`src/rtl/dcs_pkg.sv`:
```
// Package for the dataflash command sequencer: field widths, opcodes,
// status codes, controller states and the controller/datapath structs.
// No dependencies.
package dcs_pkg;

  // Default sizing
  localparam int DCS_FLASH_PAGES = 8192;
  localparam int DCS_MAX_LENGTH  = 16384;

  // Payload widths
  localparam int ADDR_W = 24;
  localparam int LEN_W  = 15;
  localparam int STS_W  = 2;
  localparam int OP_W   = 8;
  localparam int POFF_W = 11;

  // Page sizes
  localparam logic [POFF_W-1:0] PSZ_1024 = 11'd1024;
  localparam logic [POFF_W-1:0] PSZ_1056 = 11'd1056;

  // Flash opcodes
  localparam logic [OP_W-1:0] OP_NONE      = 8'h00;
  localparam logic [OP_W-1:0] OP_FAST_READ = 8'h0B;
  localparam logic [OP_W-1:0] OP_BUF_WRITE = 8'h84;
  localparam logic [OP_W-1:0] OP_PAGE_TO_B = 8'h53;
  localparam logic [OP_W-1:0] OP_B_TO_PAGE = 8'h83;
  localparam logic [OP_W-1:0] OP_REFRESH   = 8'h58;

  // Result status codes
  localparam logic [STS_W-1:0] STS_OK    = 2'd0;
  localparam logic [STS_W-1:0] STS_RANGE = 2'd1;
  localparam logic [STS_W-1:0] STS_EMPTY = 2'd2;

  // Frame kinds loaded into the output register
  typedef enum logic [2:0] {
    FRM_STATUS,
    FRM_READ,
    FRM_PRE,
    FRM_WRITE,
    FRM_PROG,
    FRM_REFRESH
  } frame_t;

  // Controller states
  typedef enum logic [3:0] {
    ST_IDLE,
    ST_CHECK,
    ST_DIVIDE,
    ST_STATUS,
    ST_READ,
    ST_PRE,
    ST_WRITE,
    ST_PROG,
    ST_REFRESH
  } state_t;

  // Controller to datapath
  typedef struct packed {
    logic   load;
    logic   check;
    logic   div_step;
    logic   emit;
    frame_t frame;
  } cmd_t;

  // Datapath to controller
  typedef struct packed {
    logic out_free;
    logic bad_addr;
    logic empty_len;
    logic is_write;
    logic div_last;
    logic left_zero;
  } sts_t;

endpackage

```
`src/rtl/dcs_if.sv`:
```
// Valid/ready channel interfaces for the request, frame and config ports.
// Depends on dcs_pkg for the payload widths.
interface dcs_in_if;
  logic                      valid;
  logic                      ready;
  logic                      kind;
  logic [dcs_pkg::ADDR_W-1:0] byte_address;
  logic [dcs_pkg::LEN_W-1:0]  request_length;

  modport source (output valid, kind, byte_address, request_length, input ready);
  modport sink   (input valid, kind, byte_address, request_length, output ready);
endinterface

interface dcs_out_if;
  logic                      valid;
  logic                      ready;
  logic [dcs_pkg::STS_W-1:0]  status;
  logic [dcs_pkg::OP_W-1:0]   opcode;
  logic [dcs_pkg::ADDR_W-1:0] address_field;
  logic [dcs_pkg::LEN_W-1:0]  data_offset;
  logic [dcs_pkg::LEN_W-1:0]  data_count;
  logic                      dummy_byte;
  logic [dcs_pkg::LEN_W-1:0]  done_length;
  logic                      is_last;

  modport source (output valid, status, opcode, address_field, data_offset, data_count,
                  dummy_byte, done_length, is_last, input ready);
  modport sink   (input valid, status, opcode, address_field, data_offset, data_count,
                  dummy_byte, done_length, is_last, output ready);
endinterface

interface dcs_cfg_if;
  logic valid;
  logic ready;
  logic page_mode;

  modport source (output valid, page_mode, input ready);
  modport sink   (input valid, page_mode, output ready);
endinterface

```
`src/rtl/dcs_datapath.sv`:
```
// Datapath: request registers, range check and truncation, reciprocal page
// divider, page walk counters, refresh pointer and the frame output register.
// Depends on dcs_pkg and dcs_out_if.
module dcs_datapath #(
  parameter int FLASH_PAGES = dcs_pkg::DCS_FLASH_PAGES,
  parameter int MAX_LENGTH  = dcs_pkg::DCS_MAX_LENGTH
) (
  input  logic                       clk,
  input  logic                       rst_n,
  input  logic                       in_kind,
  input  logic [dcs_pkg::ADDR_W-1:0] in_byte_address,
  input  logic [dcs_pkg::LEN_W-1:0]  in_request_length,
  input  logic                       cfg_write,
  input  logic                       cfg_page_mode,
  input  dcs_pkg::cmd_t              cmd,
  output dcs_pkg::sts_t              sts,
  dcs_out_if.source                  out_ch
);

  localparam int PAGE_W = $clog2(FLASH_PAGES);
  localparam int DW     = dcs_pkg::ADDR_W + 1;
  localparam int QW     = 37;
  localparam int QSH    = 23;
  localparam logic [DW-1:0] SIZE_1024 = DW'(1024 * FLASH_PAGES);
  localparam logic [DW-1:0] SIZE_1056 = DW'(1056 * FLASH_PAGES);
  localparam logic [dcs_pkg::LEN_W-1:0] MAX_LEN = dcs_pkg::LEN_W'(MAX_LENGTH);
  localparam logic [PAGE_W-1:0] LAST_PAGE = PAGE_W'(FLASH_PAGES - 1);
  // ceil(2^23 / 33): exact quotient for every address below the flash end
  localparam logic [17:0] RECIP_33 = 18'd254201;

  // Flash address of the first byte of a page
  function automatic logic [dcs_pkg::ADDR_W-1:0] page_addr(logic [PAGE_W-1:0] pg,
                                                           logic mode);
    logic [dcs_pkg::ADDR_W-1:0] a;
    if (mode) a = dcs_pkg::ADDR_W'({pg, 10'b0});
    else      a = dcs_pkg::ADDR_W'({pg, 11'b0});
    return a;
  endfunction

  logic                              page_mode_r;
  logic [PAGE_W-1:0]                 refresh_r;
  logic                              kind_r;
  logic [dcs_pkg::ADDR_W-1:0]        addr_r;
  logic [dcs_pkg::LEN_W-1:0]         len_r;
  logic [dcs_pkg::LEN_W-1:0]         left_r;
  logic [dcs_pkg::LEN_W-1:0]         doff_r;
  logic [dcs_pkg::ADDR_W-1:0]        rem_r;
  logic [PAGE_W-1:0]                 quo_r;
  logic                              cnt_r;

  logic                              out_valid_r;
  logic                              out_valid_nxt;
  logic [dcs_pkg::STS_W-1:0]         status_r;
  logic [dcs_pkg::STS_W-1:0]         status_nxt;
  logic [dcs_pkg::OP_W-1:0]          opcode_r;
  logic [dcs_pkg::OP_W-1:0]          opcode_nxt;
  logic [dcs_pkg::ADDR_W-1:0]        afield_r;
  logic [dcs_pkg::ADDR_W-1:0]        afield_nxt;
  logic [dcs_pkg::LEN_W-1:0]         data_off_r;
  logic [dcs_pkg::LEN_W-1:0]         data_off_nxt;
  logic [dcs_pkg::LEN_W-1:0]         data_cnt_r;
  logic [dcs_pkg::LEN_W-1:0]         data_cnt_nxt;
  logic                              dummy_r;
  logic                              dummy_nxt;
  logic [dcs_pkg::LEN_W-1:0]         done_r;
  logic [dcs_pkg::LEN_W-1:0]         done_nxt;
  logic                              last_r;
  logic                              last_nxt;

  logic [dcs_pkg::POFF_W-1:0]        psz;
  logic [DW-1:0]                     size;
  logic [DW-1:0]                     avail;
  logic [QW-1:0]                     q_prod;
  logic [PAGE_W-1:0]                 q_calc;
  logic [dcs_pkg::ADDR_W-1:0]        pg_start;
  logic                              bad_addr;
  logic                              trunc;
  logic [dcs_pkg::LEN_W-1:0]         len_in_sat;
  logic [dcs_pkg::LEN_W-1:0]         len_trunc;
  logic [dcs_pkg::POFF_W-1:0]        room;
  logic [dcs_pkg::LEN_W-1:0]         chunk;
  logic [dcs_pkg::ADDR_W-1:0]        read_addr;
  logic                              out_free;

  // Size, range check and truncation
  assign psz        = page_mode_r ? dcs_pkg::PSZ_1024 : dcs_pkg::PSZ_1056;
  assign size       = page_mode_r ? SIZE_1024 : SIZE_1056;
  assign bad_addr   = {1'b0, addr_r} >= size;
  assign avail      = size - {1'b0, addr_r};
  assign trunc      = kind_r && !bad_addr && (DW'(len_r) > avail);
  assign len_trunc  = trunc ? avail[dcs_pkg::LEN_W-1:0] : len_r;
  assign len_in_sat = (in_request_length > MAX_LEN) ? MAX_LEN : in_request_length;

  // Page number: a shift for 1024-byte pages, (addr >> 5) / 33 by reciprocal
  // multiply for 1056-byte pages
  assign q_prod = QW'(addr_r[dcs_pkg::ADDR_W-1:5]) * QW'(RECIP_33);
  assign q_calc = page_mode_r ? addr_r[10 +: PAGE_W] : q_prod[QSH +: PAGE_W];

  // First byte of the page held in quo_r
  assign pg_start = dcs_pkg::ADDR_W'({quo_r, 10'b0}) +
                    (page_mode_r ? '0 : dcs_pkg::ADDR_W'({quo_r, 5'b0}));

  // Bytes that fit in the current page
  assign room  = psz - rem_r[dcs_pkg::POFF_W-1:0];
  assign chunk = (left_r >= dcs_pkg::LEN_W'(room)) ? dcs_pkg::LEN_W'(room) : left_r;

  assign read_addr = page_mode_r ? addr_r
                   : (dcs_pkg::ADDR_W'({quo_r, 11'b0}) |
                      dcs_pkg::ADDR_W'(rem_r[dcs_pkg::POFF_W-1:0]));

  assign out_free = !out_valid_r || out_ch.ready;

  always_comb begin
    sts.out_free  = out_free;
    sts.bad_addr  = bad_addr;
    sts.empty_len = (len_r == '0);
    sts.is_write  = kind_r;
    sts.div_last  = (cnt_r == 1'b0);
    sts.left_zero = (left_r == '0);
  end

  // Hold the page mode register
  always_ff @(posedge clk) begin
    if (!rst_n) begin
      page_mode_r <= 1'b0;
    end else if (cfg_write) begin
      page_mode_r <= cfg_page_mode;
    end
  end

  // Advance the refresh pointer on each refresh frame
  always_ff @(posedge clk) begin
    if (!rst_n) begin
      refresh_r <= '0;
    end else if (cmd.emit && cmd.frame == dcs_pkg::FRM_REFRESH) begin
      refresh_r <= (refresh_r == LAST_PAGE) ? '0 : refresh_r + 1'b1;
    end
  end

  // Request capture, two-step divide and page walk
  always_ff @(posedge clk) begin
    if (cmd.load) begin
      kind_r <= in_kind;
      addr_r <= in_byte_address;
      len_r  <= len_in_sat;
    end
    if (cmd.check) begin
      len_r  <= len_trunc;
      left_r <= len_trunc;
      doff_r <= '0;
      cnt_r  <= 1'b1;
    end
    if (cmd.div_step) begin
      if (cnt_r) quo_r <= q_calc;
      else       rem_r <= addr_r - pg_start;
      cnt_r <= cnt_r - 1'b1;
    end
    if (cmd.emit && cmd.frame == dcs_pkg::FRM_WRITE) begin
      left_r <= left_r - chunk;
      doff_r <= doff_r + chunk;
    end
    if (cmd.emit && cmd.frame == dcs_pkg::FRM_PROG) begin
      quo_r <= quo_r + 1'b1;
      rem_r <= '0;
    end
  end

  // Output valid: set on load, drop when taken
  always_comb begin
    out_valid_nxt = out_valid_r;
    if (cmd.emit)          out_valid_nxt = 1'b1;
    else if (out_ch.ready) out_valid_nxt = 1'b0;
  end

  always_ff @(posedge clk) begin
    if (!rst_n) out_valid_r <= 1'b0;
    else        out_valid_r <= out_valid_nxt;
  end

  // Build the frame for the current command
  always_comb begin
    status_nxt   = dcs_pkg::STS_OK;
    opcode_nxt   = dcs_pkg::OP_NONE;
    afield_nxt   = '0;
    data_off_nxt = '0;
    data_cnt_nxt = '0;
    dummy_nxt    = 1'b0;
    done_nxt     = '0;
    last_nxt     = 1'b0;
    unique case (cmd.frame)
      dcs_pkg::FRM_STATUS: begin
        status_nxt = bad_addr ? dcs_pkg::STS_RANGE : dcs_pkg::STS_EMPTY;
        last_nxt   = 1'b1;
      end
      dcs_pkg::FRM_READ: begin
        opcode_nxt   = dcs_pkg::OP_FAST_READ;
        afield_nxt   = read_addr;
        data_cnt_nxt = len_r;
        dummy_nxt    = 1'b1;
        done_nxt     = len_r;
        last_nxt     = 1'b1;
      end
      dcs_pkg::FRM_PRE: begin
        opcode_nxt = dcs_pkg::OP_PAGE_TO_B;
        afield_nxt = page_addr(quo_r, page_mode_r);
      end
      dcs_pkg::FRM_WRITE: begin
        opcode_nxt   = dcs_pkg::OP_BUF_WRITE;
        afield_nxt   = dcs_pkg::ADDR_W'(rem_r[dcs_pkg::POFF_W-1:0]);
        data_off_nxt = doff_r;
        data_cnt_nxt = chunk;
      end
      dcs_pkg::FRM_PROG: begin
        opcode_nxt = dcs_pkg::OP_B_TO_PAGE;
        afield_nxt = page_addr(quo_r, page_mode_r);
      end
      dcs_pkg::FRM_REFRESH: begin
        opcode_nxt = dcs_pkg::OP_REFRESH;
        afield_nxt = page_addr(refresh_r, page_mode_r);
        done_nxt   = len_r;
        last_nxt   = 1'b1;
      end
      default: begin
        last_nxt = 1'b1;
      end
    endcase
  end

  // Load one frame into the output register
  always_ff @(posedge clk) begin
    if (cmd.emit) begin
      status_r   <= status_nxt;
      opcode_r   <= opcode_nxt;
      afield_r   <= afield_nxt;
      data_off_r <= data_off_nxt;
      data_cnt_r <= data_cnt_nxt;
      dummy_r    <= dummy_nxt;
      done_r     <= done_nxt;
      last_r     <= last_nxt;
    end
  end

  assign out_ch.valid         = out_valid_r;
  assign out_ch.status        = status_r;
  assign out_ch.opcode        = opcode_r;
  assign out_ch.address_field = afield_r;
  assign out_ch.data_offset   = data_off_r;
  assign out_ch.data_count    = data_cnt_r;
  assign out_ch.dummy_byte    = dummy_r;
  assign out_ch.done_length   = done_r;
  assign out_ch.is_last       = last_r;

  // Never overwrite a frame that is still waiting
  a_no_overwrite: assert property (@(posedge clk) disable iff (!rst_n)
    cmd.emit |-> out_free)
    else $error("frame loaded over a pending beat");

  // Divider leaves an in-page offset before each buffer write
  a_rem_in_page: assert property (@(posedge clk) disable iff (!rst_n)
    (cmd.emit && cmd.frame == dcs_pkg::FRM_WRITE) |-> ({1'b0, rem_r} < DW'(psz)))
    else $error("page offset not below page size");

  // Buffer write always moves at least one byte
  a_chunk_nonzero: assert property (@(posedge clk) disable iff (!rst_n)
    (cmd.emit && cmd.frame == dcs_pkg::FRM_WRITE) |-> (chunk != '0))
    else $error("empty buffer write frame");

endmodule

```
`src/rtl/dcs_ctrl.sv`:
```
// Controller state machine: request handshake, check, divide and the
// frame-by-frame walk over the pages of a write.
// Depends on dcs_pkg.
module dcs_ctrl (
  input  logic          clk,
  input  logic          rst_n,
  input  logic          in_valid,
  output logic          in_ready,
  input  dcs_pkg::sts_t sts,
  output dcs_pkg::cmd_t cmd
);

  dcs_pkg::state_t state_r;
  dcs_pkg::state_t state_nxt;

  // State register
  always_ff @(posedge clk) begin
    if (!rst_n) state_r <= dcs_pkg::ST_IDLE;
    else        state_r <= state_nxt;
  end

  // Next state and commands
  always_comb begin
    state_nxt    = state_r;
    in_ready     = 1'b0;
    cmd.load     = 1'b0;
    cmd.check    = 1'b0;
    cmd.div_step = 1'b0;
    cmd.emit     = 1'b0;
    cmd.frame    = dcs_pkg::FRM_STATUS;
    unique case (state_r)
      dcs_pkg::ST_IDLE: begin
        in_ready = 1'b1;
        if (in_valid) begin
          cmd.load  = 1'b1;
          state_nxt = dcs_pkg::ST_CHECK;
        end
      end
      dcs_pkg::ST_CHECK: begin
        cmd.check = 1'b1;
        if (sts.bad_addr || (sts.is_write && sts.empty_len)) state_nxt = dcs_pkg::ST_STATUS;
        else                                                state_nxt = dcs_pkg::ST_DIVIDE;
      end
      dcs_pkg::ST_DIVIDE: begin
        cmd.div_step = 1'b1;
        if (sts.div_last) state_nxt = sts.is_write ? dcs_pkg::ST_PRE : dcs_pkg::ST_READ;
      end
      dcs_pkg::ST_STATUS: begin
        cmd.frame = dcs_pkg::FRM_STATUS;
        if (sts.out_free) begin
          cmd.emit  = 1'b1;
          state_nxt = dcs_pkg::ST_IDLE;
        end
      end
      dcs_pkg::ST_READ: begin
        cmd.frame = dcs_pkg::FRM_READ;
        if (sts.out_free) begin
          cmd.emit  = 1'b1;
          state_nxt = dcs_pkg::ST_IDLE;
        end
      end
      dcs_pkg::ST_PRE: begin
        cmd.frame = dcs_pkg::FRM_PRE;
        if (sts.out_free) begin
          cmd.emit  = 1'b1;
          state_nxt = dcs_pkg::ST_WRITE;
        end
      end
      dcs_pkg::ST_WRITE: begin
        cmd.frame = dcs_pkg::FRM_WRITE;
        if (sts.out_free) begin
          cmd.emit  = 1'b1;
          state_nxt = dcs_pkg::ST_PROG;
        end
      end
      dcs_pkg::ST_PROG: begin
        cmd.frame = dcs_pkg::FRM_PROG;
        if (sts.out_free) begin
          cmd.emit  = 1'b1;
          state_nxt = sts.left_zero ? dcs_pkg::ST_REFRESH : dcs_pkg::ST_PRE;
        end
      end
      dcs_pkg::ST_REFRESH: begin
        cmd.frame = dcs_pkg::FRM_REFRESH;
        if (sts.out_free) begin
          cmd.emit  = 1'b1;
          state_nxt = dcs_pkg::ST_IDLE;
        end
      end
      default: begin
        state_nxt = dcs_pkg::ST_IDLE;
      end
    endcase
  end

  // An accepted request always goes through the check step next
  a_accept_check: assert property (@(posedge clk) disable iff (!rst_n)
    (in_valid && in_ready) |=> (state_r == dcs_pkg::ST_CHECK))
    else $error("accepted request skipped check");

  // Divider ends after its last step
  a_div_end: assert property (@(posedge clk) disable iff (!rst_n)
    (state_r == dcs_pkg::ST_DIVIDE && sts.div_last) |=> (state_r != dcs_pkg::ST_DIVIDE))
    else $error("divider ran past its last step");

  // Page walk starts only for a write that passed the check
  a_walk_write: assert property (@(posedge clk) disable iff (!rst_n)
    (state_r == dcs_pkg::ST_PRE) |-> (sts.is_write && !sts.bad_addr))
    else $error("page walk for a read or out-of-range request");

endmodule

```
`src/rtl/dataflash_command_sequencer.sv`:
```
// A read or write shows its first frame after the request beat, the check step,
// two divide steps and the load of the output register; range and empty-write
// status beats show after the check step and the load. Further frames of a write
// follow one per cycle while taken. One request is handled at a time; the next is
// accepted the cycle after the last frame of the previous one loads.
// Reset: selects 1056-byte pages, clears the refresh page, drops all valids.
module dataflash_command_sequencer #(
  parameter int FLASH_PAGES = dcs_pkg::DCS_FLASH_PAGES,
  parameter int MAX_LENGTH  = dcs_pkg::DCS_MAX_LENGTH
) (
  input logic        clk,
  input logic        rst_n,
  dcs_in_if.sink     in_ch,
  dcs_out_if.source  out_ch,
  dcs_cfg_if.sink    cfg_ch
);

  dcs_pkg::cmd_t cmd;
  dcs_pkg::sts_t sts;
  logic          in_ready;

  assign in_ch.ready  = in_ready;
  assign cfg_ch.ready = 1'b1;

  dcs_ctrl u_ctrl (
    .clk      (clk),
    .rst_n    (rst_n),
    .in_valid (in_ch.valid),
    .in_ready (in_ready),
    .sts      (sts),
    .cmd      (cmd)
  );

  dcs_datapath #(
    .FLASH_PAGES (FLASH_PAGES),
    .MAX_LENGTH  (MAX_LENGTH)
  ) u_datapath (
    .clk               (clk),
    .rst_n             (rst_n),
    .in_kind           (in_ch.kind),
    .in_byte_address   (in_ch.byte_address),
    .in_request_length (in_ch.request_length),
    .cfg_write         (cfg_ch.valid),
    .cfg_page_mode     (cfg_ch.page_mode),
    .cmd               (cmd),
    .sts               (sts),
    .out_ch            (out_ch)
  );

endmodule
```
`src/flat_wrapper.sv`:
```
// flat-port wrapper written by rule: the top's interface ports become plain ports
module dataflash_command_sequencer_flat 
#(
  parameter int FLASH_PAGES = dcs_pkg::DCS_FLASH_PAGES,
  parameter int MAX_LENGTH  = dcs_pkg::DCS_MAX_LENGTH
)
  (clk, rst_n, in_ch_valid, in_ch_kind, in_ch_byte_address, in_ch_request_length, in_ch_ready, out_ch_valid, out_ch_status, out_ch_opcode, out_ch_address_field, out_ch_data_offset, out_ch_data_count, out_ch_dummy_byte, out_ch_done_length, out_ch_is_last, out_ch_ready, cfg_ch_valid, cfg_ch_page_mode, cfg_ch_ready);
  dcs_in_if in_ch_i ();
  dcs_out_if out_ch_i ();
  dcs_cfg_if cfg_ch_i ();
  input logic clk;
  input logic rst_n;
  input wire logic [$bits(in_ch_i.valid)-1:0] in_ch_valid;
  input wire logic [$bits(in_ch_i.kind)-1:0] in_ch_kind;
  input wire logic [$bits(in_ch_i.byte_address)-1:0] in_ch_byte_address;
  input wire logic [$bits(in_ch_i.request_length)-1:0] in_ch_request_length;
  output wire logic [$bits(in_ch_i.ready)-1:0] in_ch_ready;
  output wire logic [$bits(out_ch_i.valid)-1:0] out_ch_valid;
  output wire logic [$bits(out_ch_i.status)-1:0] out_ch_status;
  output wire logic [$bits(out_ch_i.opcode)-1:0] out_ch_opcode;
  output wire logic [$bits(out_ch_i.address_field)-1:0] out_ch_address_field;
  output wire logic [$bits(out_ch_i.data_offset)-1:0] out_ch_data_offset;
  output wire logic [$bits(out_ch_i.data_count)-1:0] out_ch_data_count;
  output wire logic [$bits(out_ch_i.dummy_byte)-1:0] out_ch_dummy_byte;
  output wire logic [$bits(out_ch_i.done_length)-1:0] out_ch_done_length;
  output wire logic [$bits(out_ch_i.is_last)-1:0] out_ch_is_last;
  input wire logic [$bits(out_ch_i.ready)-1:0] out_ch_ready;
  input wire logic [$bits(cfg_ch_i.valid)-1:0] cfg_ch_valid;
  input wire logic [$bits(cfg_ch_i.page_mode)-1:0] cfg_ch_page_mode;
  output wire logic [$bits(cfg_ch_i.ready)-1:0] cfg_ch_ready;
  assign in_ch_i.valid = in_ch_valid;
  assign in_ch_i.kind = in_ch_kind;
  assign in_ch_i.byte_address = in_ch_byte_address;
  assign in_ch_i.request_length = in_ch_request_length;
  assign in_ch_ready = in_ch_i.ready;
  assign out_ch_valid = out_ch_i.valid;
  assign out_ch_status = out_ch_i.status;
  assign out_ch_opcode = out_ch_i.opcode;
  assign out_ch_address_field = out_ch_i.address_field;
  assign out_ch_data_offset = out_ch_i.data_offset;
  assign out_ch_data_count = out_ch_i.data_count;
  assign out_ch_dummy_byte = out_ch_i.dummy_byte;
  assign out_ch_done_length = out_ch_i.done_length;
  assign out_ch_is_last = out_ch_i.is_last;
  assign out_ch_i.ready = out_ch_ready;
  assign cfg_ch_i.valid = cfg_ch_valid;
  assign cfg_ch_i.page_mode = cfg_ch_page_mode;
  assign cfg_ch_ready = cfg_ch_i.ready;
  dataflash_command_sequencer #(.FLASH_PAGES(FLASH_PAGES), .MAX_LENGTH(MAX_LENGTH)) u_core (.clk(clk), .rst_n(rst_n), .in_ch(in_ch_i), .out_ch(out_ch_i), .cfg_ch(cfg_ch_i));
endmodule
```
`config.mk`:
```
export PLATFORM = sky130hd
export DESIGN_NAME = dataflash_command_sequencer_flat
export DESIGN_NICKNAME = d
export VERILOG_FILES = /design/src/rtl/dcs_pkg.sv /design/src/rtl/dcs_if.sv /design/src/rtl/dcs_datapath.sv /design/src/rtl/dcs_ctrl.sv /design/src/rtl/dataflash_command_sequencer.sv /design/src/flat_wrapper.sv
export SDC_FILE = /design/constraint.sdc
export NUM_CORES = 1
export LEC_CHECK = 0
export ABC_AREA = 1
export BUFFER_PORTS_ARGS = -buffer_cell sky130_fd_sc_hd__buf_4
export CAP_MARGIN = 20
export CORE_ASPECT_RATIO = 0.75
export CORE_UTILIZATION = 40
export CTS_BUF_LIST = sky130_fd_sc_hd__clkbuf_8
export DETAILED_ROUTE_END_ITERATION = 12
export GPL_TIMING_DRIVEN = 1
export SETUP_SLACK_MARGIN = 0.15
export SKIP_LAST_GASP = 1
export SLEW_MARGIN = 0
export SYNTH_ARGS = -nofsm -noshare
export SYNTH_HDL_FRONTEND = slang
export SYNTH_SLANG_ARGS = --single-unit
```
`constraint.sdc`:
```
create_clock -name clk -period 11.2 [get_ports clk]
set_input_delay 1.12 -clock clk [delete_from_list [all_inputs] [get_ports clk]]
set_output_delay 1.12 -clock clk [all_outputs]
set_load 0.01 [all_outputs]
```
Word-level counts from Yosys, hierarchy flattened
Index checks and enable logic that the tools add are counted.

Register bits after elaboration: 195. Input port bits: 46. Logic and storage cells: 130.

Add/subtract/negate cells: 9. Multipliers: 1. Magnitude comparators: 4. Equal/unequal tests: 20. Mux-type cells: 47. Bitwise gates (word level): 2. Reduce and logical (&&, ||, !) cells: 27.

Operators by type and width (count): 2-to-1 mux 15 bit (9); one-hot mux 24 bit (4 select lines) (1); 2-to-1 mux 24 bit (3); 2-to-1 mux 13 bit (5); one-hot mux 8 bit (5 select lines) (1); multiplier 19 x 18 -> 36 bit, second input constant (1); zero test 15 bit (2); one-hot mux 15 bit (2 select lines) (1); 2-to-1 mux 4 bit (7); one-hot mux 4 bit (7 select lines) (1); adder 13 x 1 -> 13 bit, second input constant (2); > comparator 15 x 25 -> 1 bit (1); subtractor 24 x 24 -> 25 bit (1); greater-or-equal comparator 24 bit (1); OR 24 x 11 -> 24 bit (1); one-hot mux 4 bit (6 select lines) (1); subtractor 11 bit (2); 2-to-1 mux 19 bit (1); == test 4 x 3 -> 1 bit, second input constant (4); adder 15 bit (1); greater-or-equal comparator 15 x 11 -> 1 bit (1); > comparator 15 bit, second input constant (1); subtractor 15 bit (1); 2-to-1 mux 1 bit (14); 25 further kinds (47).

Depth between registers and ports, before layout
Gate-level depths: netlist (run 1).

Word-level depth: 8. Mapped depth: 31. Mapped depth without buffers: 30.

By module
Synthesis (run 1) repeated with hierarchy kept, for this count alone.

Cells, all modules: 2235. Area, all modules: 18560.3 sq um.

By module, submodules not included: dcs_datapath (times used 1, cells each 2162, area an instance 18153.7 sq um, sequential area each 5385.2 sq um); dcs_ctrl (times used 1, cells each 71, area an instance 395.4 sq um, sequential area each 80.1 sq um); dataflash_command_sequencer (times used 1, cells each 2, area an instance 11.3 sq um, sequential area each 0.0 sq um).

Worst setup path after synthesis (run 1)
Ideal clock, no wire load.

Kind: flip-flop to flip-flop. Start: register u_core.u_datapath.addr_r[13] in the netlist's numbering. End: register u_core.u_datapath.quo_r[10] (data pin). Data arrival time: 5.091 ns. Required time: 10.943 ns. Path slack: 5.853 ns. Stages on the path, launching flop included: 24. Clock period less this slack: 5.347 ns. Cells stage by stage: edfxtp_1 -> inv_1 -> fa_1 -> fa_1 -> inv_1 -> fa_1 -> inv_1 -> fa_1 -> inv_1 -> fa_1 -> inv_1 -> fa_1 -> inv_1 -> ha_1 -> nand2_1 -> nand2_1 -> inv_1 -> o21ai_0 -> a21oi_1 -> nor2_1 -> nor2_1 -> nand3_1 -> nand3_1 -> a21oi_1.

Longest elaborated chain between the ends: 5.

Ends and longest elaborated chain: start: declaration (line dcs_datapath.sv:43) `logic [dcs_pkg::ADDR_W-1:0] addr_r;`; start signal: assignment (line dcs_datapath.sv:144) `addr_r <= in_byte_address;`; multiplier 19 x 18 -> 36 bit (line dcs_datapath.sv:96) `assign q_prod = QW'(addr_r[dcs_pkg::ADDR_W-1:5]) * QW'(RECIP_33);`; 2-to-1 mux 13 bit (line dcs_datapath.sv:97) `assign q_calc = page_mode_r ? addr_r[10 +: PAGE_W] : q_prod[QSH +: PAGE_W];`; 2-to-1 mux 13 bit (line dcs_datapath.sv:154) `if (cnt_r) quo_r <= q_calc;`; 2-to-1 mux 13 bit (line dcs_datapath.sv:153) `if (cmd.div_step) begin`; 2-to-1 mux 13 bit (line dcs_datapath.sv:162) `if (cmd.emit && cmd.frame == dcs_pkg::FRM_PROG) begin`; end signal: assignment (line dcs_datapath.sv:154); end signal: assignment (line dcs_datapath.sv:163) `quo_r <= quo_r + 1'b1;`; end: declaration (line dcs_datapath.sv:48) `logic [PAGE_W-1:0] quo_r;`.

No other way between the ends. The select of a mux whose other input is x is not followed. A chain may end at the register's enable or synchronous reset.

Final worst setup path (run 1)
Start: register u_core.u_datapath.addr_r[15] in the netlist's numbering. End: register u_core.u_datapath.quo_r[6] (data pin).

The elaborated chain is that of the path after synthesis.

==> flow_summary.toml, run 1 <==
[run_status]
status = "complete, no violations"

[grt]
grt_antenna_before_repair = 1
grt-ovfl-total = 0
grtUsageTotal_pct = 24.72
grt_pass1_wl_um = 87300
grt_pass1_vias = 14670
grt_max_degree = 79

[synth]
ys_ff_latch = 192
netlist_area_um2 = 18430
ys_types = 56
yosysSeqAreaShare_pct = 29.65
synth_flop_cell = "edfxtp_1"
async_flop_share_pct = 0
ys.warnings.count = 0
avgSynthCellArea_um2 = 8.310
syn_inst = 2218
synth_edf_count = 162

[placement]
place_hpwl_um = 47150
port_buffers = 127
place.gp.congestion = 1.009

[floorplan]
die_area_um2 = 46950
std_cell_rows = 67
core_um2 = 45100
initial_core_util_pct = 40.87
ios = 130
fp.dieH_um = 187.9
fp.dieW_um = 249.9

[finish]
antenna_cells = 0
layout_common_cells = "440 x inv_1, 390 x nand2_1, 223 x ha_1"
syn2layout_area_growth_pct = 10.74
final_core_util_pct = 45.26
nFillCells = 4436
seqCellArea_um2 = 5466
drive_above_1_share_pct = 9.382
layout_commonest_cell = "inv_1"
final_nets = 2724
multi_input_area_um2 = 11090

[setup_path]
reg2reg_to = "u_core.u_datapath.quo_r[6]"
worst-path-buf-inv = 9
crit_chain = "inv_1, ha_1, inv_1, fa_1, inv_1, fa_1, inv_1, fa_1, inv_1, fa_1, inv_1, fa_1, inv_1, ha_1, nand2_1, nor2_1, nand2_1, inv_1, nand2_1, inv_1, o211ai_1, nand3b_1, nand3_1, a21oi_1"
cp_slowest_stage_delay_ns = 0.80
crit_required_ns = 11.51
crit_path_end_kind = "register"
critPathTopFamily = "adder cells"
reg2reg_slack_ns = 4.49
path_class = "register to register"
path_max_fanout = 8
critPathArrivalTime_ns = 7.02
slowest_stage = "edfxtp_1"
cp_common_cell = "inv_1"
start_kind = "register"
worstRegToRegCells = 24
worstReg2RegStart = "u_core.u_datapath.addr_r[15]"

[cts]
clock_latency_ns = 0.53
clock-sinks = 192
clk_pin_slew_worst_paths_ns = 0.11
ctsHoldBuffers = 0
cts_tree = "built"
h-tree-depth = 4
root_buffer = "clkbuf_8"
post_cts_buffers = 0
clk_path_buf_depth = 2
post_cts_resized = 0
cts_made_buffers = 17

[sta]
slew-limit-headroom_pct = 29.01
drv_slew = 0
finalSetupTns_ns = 0
finalClockSkew_ns = 0.02269
setup_violations = 0
max_freq_ghz = 0.1491
rsz0062_at_grt = "no"
layout_min_cycle_time_ns = 6.708
holdWs_ns = 0.4825
timing.final.crit_share_pct = 59.89
worst_pin_slew_ns = 1.065
hold_viol = 0

[worst_hold_path]
hp-class = "register to register"
holdPathEnd = "u_core.u_datapath.rem_r[5]"
hold_depth = 2
worstHoldStart = "u_core.u_datapath.rem_r[5]"

[routing]
vias = 15760
vias_per_cell = 5.377
drt_wl_total_um = 57580
first_pass_iters = 5
drcViolationCount = 0
first_iter_violations = 1500
drtAntennaViolNets = 0
wire_per_inst_um = 19.64

[job]
max_cap_viol_count = 0
==> kinds of logic after synthesis <==
family | share of synthesized area (%)
AOI/OAI and AO/OA | 9.504
xor gates and xnor gates | 2.281
adders and majority gates | 28.50
buffers and inverters | 10.29
DFF | 29.65
muxes | 0.05431
other | 0.04075
and+or+nand+nor | 19.68
==> worst reg2reg max path, cell delays in order, from the launching register on <==
cell,delay (ns)
edfxtp_1,0.80
inv_1,0.40
ha_1,0.45
inv_1,0.07
fa_1,0.53
inv_1,0.05
fa_1,0.50
inv_1,0.10
fa_1,0.55
inv_1,0.05
fa_1,0.53
inv_1,0.06
fa_1,0.53
inv_1,0.04
ha_1,0.39
nand2_1,0.13
nor2_1,0.19
nand2_1,0.11
inv_1,0.09
nand2_1,0.07
inv_1,0.12
o211ai_1,0.14
nand3b_1,0.11
nand3_1,0.13
a21oi_1,0.36
==> layout make-up <==
cell class              instances  share of cell area (%)
inverters                     447                   8.227
flip-flops and latches        192                   26.78
multi-input cells            1538                   54.32
clock buffers                  19                   1.281
well taps                     586                   3.592
clock inverters                13                  0.7969
repair buffers                136                   5.002
==> cell usage after synthesis, drive strengths merged, types with 11 or more instances <==
master / instances / area (um^2)
a21oi: 144 / 728.2
buf: 19 / 125.1
clkbuf: 25 / 93.84
dfxtp: 30 / 600.6
edfxtp: 162 / 4865
fa: 123 / 2462
ha: 223 / 2790
inv: 445 / 1670
nand2: 398 / 1519
nand3: 156 / 785.8
nand4: 19 / 118.9
nor2: 202 / 833.3
nor3: 23 / 120.1
nor4: 13 / 87.58
o211ai: 11 / 82.58
o21ai: 70 / 357.9
o21bai: 12 / 90.09
o22ai: 16 / 100.1
or2: 12 / 75.08
xnor2: 12 / 105.1
xor2: 36 / 315.3
==> registers in the layout, summed over array words and instances, names as in the netlist, 2 cells and up <==
name / count
u_core.u_datapath.doff_r: 15
u_core.u_datapath.out_ch.status: 2
u_core.u_datapath.out_ch.data_count: 15
u_core.u_datapath.out_ch.done_length: 15
u_core.u_datapath.len_r: 15
u_core.u_datapath.addr_r: 24
u_core.u_datapath.out_ch.address_field: 24
u_core.u_datapath.rem_r: 11
u_core.u_datapath.quo_r: 13
u_core.u_datapath.left_r: 15
u_core.u_datapath.refresh_r: 13
u_core.u_datapath.out_ch.data_offset: 15
u_core.u_datapath.out_ch.opcode: 5
u_core.u_ctrl.state_r: 4
==> routing by layer <==
metal,GRT usage (%),routed length (um),share of wire (%)
met1,40.18,29330,51
met2,31.87,21830,38
met3,6.219,5664,9.8
met4,4.820,756,1.3
met5,0,0,0
==> metrics by stage <==
stage / setup slack [ns] / cells / cell area (um^2)
floorplan: 5.853 / 2221 / 18440
CTS: 4.592 / 2931 / 20410
finish: 4.492 / 2931 / 20410
global route: 4.209 / 2931 / 20410
detailed placement: 4.636 / 2899 / 19990
global placement: 4.617 / 2899 / 19990
==> worst max path at each step <==
stage / from / endpoint / slack (ns) / depth (start not counted)
3_5_place_dp: u_core.u_datapath.addr_r[10] / u_core.u_datapath.quo_r[8] / 4.64 / 19
3_3_place_gp: u_core.u_datapath.addr_r[15] / u_core.u_datapath.quo_r[6] / 4.62 / 24
4_1_cts: u_core.u_datapath.addr_r[15] / u_core.u_datapath.quo_r[6] / 4.59 / 24
2_1_floorplan: u_core.u_datapath.addr_r[13] / u_core.u_datapath.quo_r[10] / 5.85 / 23
5_1_grt: u_core.u_datapath.page_mode_r / u_core.u_datapath.doff_r[11] / 4.21 / 29
6_report: u_core.u_datapath.addr_r[15] / u_core.u_datapath.quo_r[6] / 4.49 / 24
Power of run 1 is left out: the tool's default activity adds up to more than one toggle a clock period on the data nets, which glitch-free logic cannot reach.
==> run 2: changes to the inputs <==
==> constraint.sdc (replaced) <==
create_clock -name clk -period 5.4 [get_ports clk]
set_input_delay 0.54 -clock clk [delete_from_list [all_inputs] [get_ports clk]]
set_output_delay 0.54 -clock clk [all_outputs]
set_load 0.01 [all_outputs]
==> run 2 against run 1 <==
Final cell count rose by 6.3%. Register-to-register slack got worse by 4.5 ns. Count of clock-buffer cells in the layout is 1 lower. Fmax is 24% higher. Global-route usage grew 1.4 points. Clock skew grew 0.0022 ns. Sequential share of layout area decreased by 2.9 points. Utilization rose by 5.6 points.
==> flow_summary.toml, run 2 (same netlist as run 1, synthesis figures left out) <==
[sta]
hold_viol = 0
slew-limit-headroom_pct = 38.91
rsz0062_at_grt = "yes"
fin_ws_ns = 0.0003215
max_freq_ghz = 0.1852
setup_violations = 0
drv_slew = 0
finalClockSkew_ns = 0.02487
worst_pin_slew_ns = 0.9162
layout_min_cycle_time_ns = 5.400
timing.final.crit_share_pct = 99.99

[finish]
drive_above_1_share_pct = 24.40
nFillCells = 4311
layout_common_cells = "404 x inv_1, 349 x nand2_1, 305 x buf_4"
antenna_cells = 0
layout_commonest_cell = "inv_1"
final_nets = 2908
syn2layout_area_growth_pct = 24.41

[cts]
root_buffer = "clkbuf_8"
clk_pin_slew_worst_paths_ns = 0.13
cts_tree = "built"
clock-sinks = 192
clock_latency_ns = 0.52
ctsHoldBuffers = 0
cts_made_buffers = 17
clk_path_buf_depth = 2
h-tree-depth = 4

[setup_path]
crit_required_ns = 5.78
start_kind = "register"
critPathTopFamily = "adder cells"
cp_slowest_stage_delay_ns = 0.61
path_class = "register to register"
critPathArrivalTime_ns = 5.78
worst-path-buf-inv = 6
slowest_stage = "fa_2"
reg2reg_slack_ns = 0.0003
cp_common_cell = "fa_2"
path_max_fanout = 4
crit_chain = "buf_6, inv_4, fa_2, fa_2, fa_2, fa_2, fa_2, fa_1, inv_2, ha_4, nand2_4, buf_6, nor2_4, nand2_2, inv_2, nand2_2, inv_2, o211ai_1, nand3b_1, nand3_4, a21oi_2"
crit_path_end_kind = "register"

[grt]
grtUsageTotal_pct = 26.08
grt_pass1_wl_um = 92500
grt_antenna_before_repair = 1
grt-ovfl-total = 0
grt_pass1_vias = 15430
grt_max_degree = 70

[placement]
place.gp.congestion = 0.9723
place_hpwl_um = 49870
port_buffers = 127
place_ws_ns = -0.3801

[routing]
drcViolationCount = 0
drtAntennaViolNets = 0
vias = 16470
vias_per_cell = 5.288
first_pass_iters = 5
wire_per_inst_um = 19.74
drt_wl_total_um = 61490
first_iter_violations = 1516

[floorplan]
initial_core_util_pct = 40.87
core_um2 = 45100
fp.dieW_um = 249.9
std_cell_rows = 67
die_area_um2 = 46950
ios = 130
fp.dieH_um = 187.9

[worst_hold_path]
hp-class = "input port to register"

[run_status]
status = "complete, no violations"

[job]
max_cap_viol_count = 0
## run 2: worst paths after layout
| path | from | depth (start not counted) | end |
|---|---|---|---|
| max | u_core.u_datapath.addr_r[7] | 21 | u_core.u_datapath.quo_r[6] |
| min | in_ch_byte_address[22] | 1 | u_core.u_datapath.addr_r[22] |
| max reg2reg | u_core.u_datapath.addr_r[7] | 21 | u_core.u_datapath.quo_r[6] |
| min reg2reg | u_core.u_datapath.rem_r[5] | 2 | u_core.u_datapath.rem_r[5] |
## run 2: timing repair
action                                  4_1_cts  5_1_grt
gates resized for setup                     148      145
gates cloned                                  0        1
endpoints found under the hold margin         0        0
endpoints found under the setup margin       13       24
buffers inserted                             17       12
pin swaps                                    86       92
## run 2: layout make-up
| type | instances | area (um^2) | share of cell area [%] |
|---|---|---|---|
| clock buffer | 18 | 247.7 | 1.080 |
| multi-input combinational | 1538 | 12150 | 52.97 |
| clock inverter | 14 | 160.2 | 0.6984 |
| tap | 586 | 733.2 | 3.197 |
| sequential | 192 | 5466 | 23.84 |
| inverter | 447 | 1704 | 7.432 |
| timing repair inverter | 1 | 7.507 | 0.03274 |
| timing repair buffer | 319 | 2465 | 10.75 |
## run 2: per-layer routing
metal	wire (um)	global-route usage (%)	up-vias
met4	446	3.704	0
met1	31550	42.56	7985
met2	24240	34.88	622
li1	-	-	7826
met3	5265	5.525	39
met5	0	0	-
## run 2: metrics by stage
step	hold slack [ns]	TNS, ns	instances	instance area [um^2]	utilization [%]
CTS	0.1613	-0.04745	3102	22260	49.35
global placement	0.4486	-3.078	3053	21160	46.91
global route	0.1669	-1.442	3115	22930	50.84
finish	0.1921	0	3115	22930	50.84
detailed placement	0.4574	-3.401	3053	21160	46.91
floorplan	0.4409	0	2221	18460	-
## run 2: worst register-to-register path, stage by stage, from the launching register on
cell and delay, ns:
edfxtp_1 0.45, buf_6 0.16, inv_4 0.06, fa_2 0.45, fa_2 0.57, fa_2 0.50, fa_2 0.61, fa_2 0.45
fa_1 0.53, inv_2 0.05, ha_4 0.30, nand2_4 0.08, buf_6 0.13, nor2_4 0.09, nand2_2 0.07, inv_2 0.06
nand2_2 0.04, inv_2 0.07, o211ai_1 0.14, nand3b_1 0.17, nand3_4 0.12, a21oi_2 0.17
Power of run 2 is left out for the same reason.
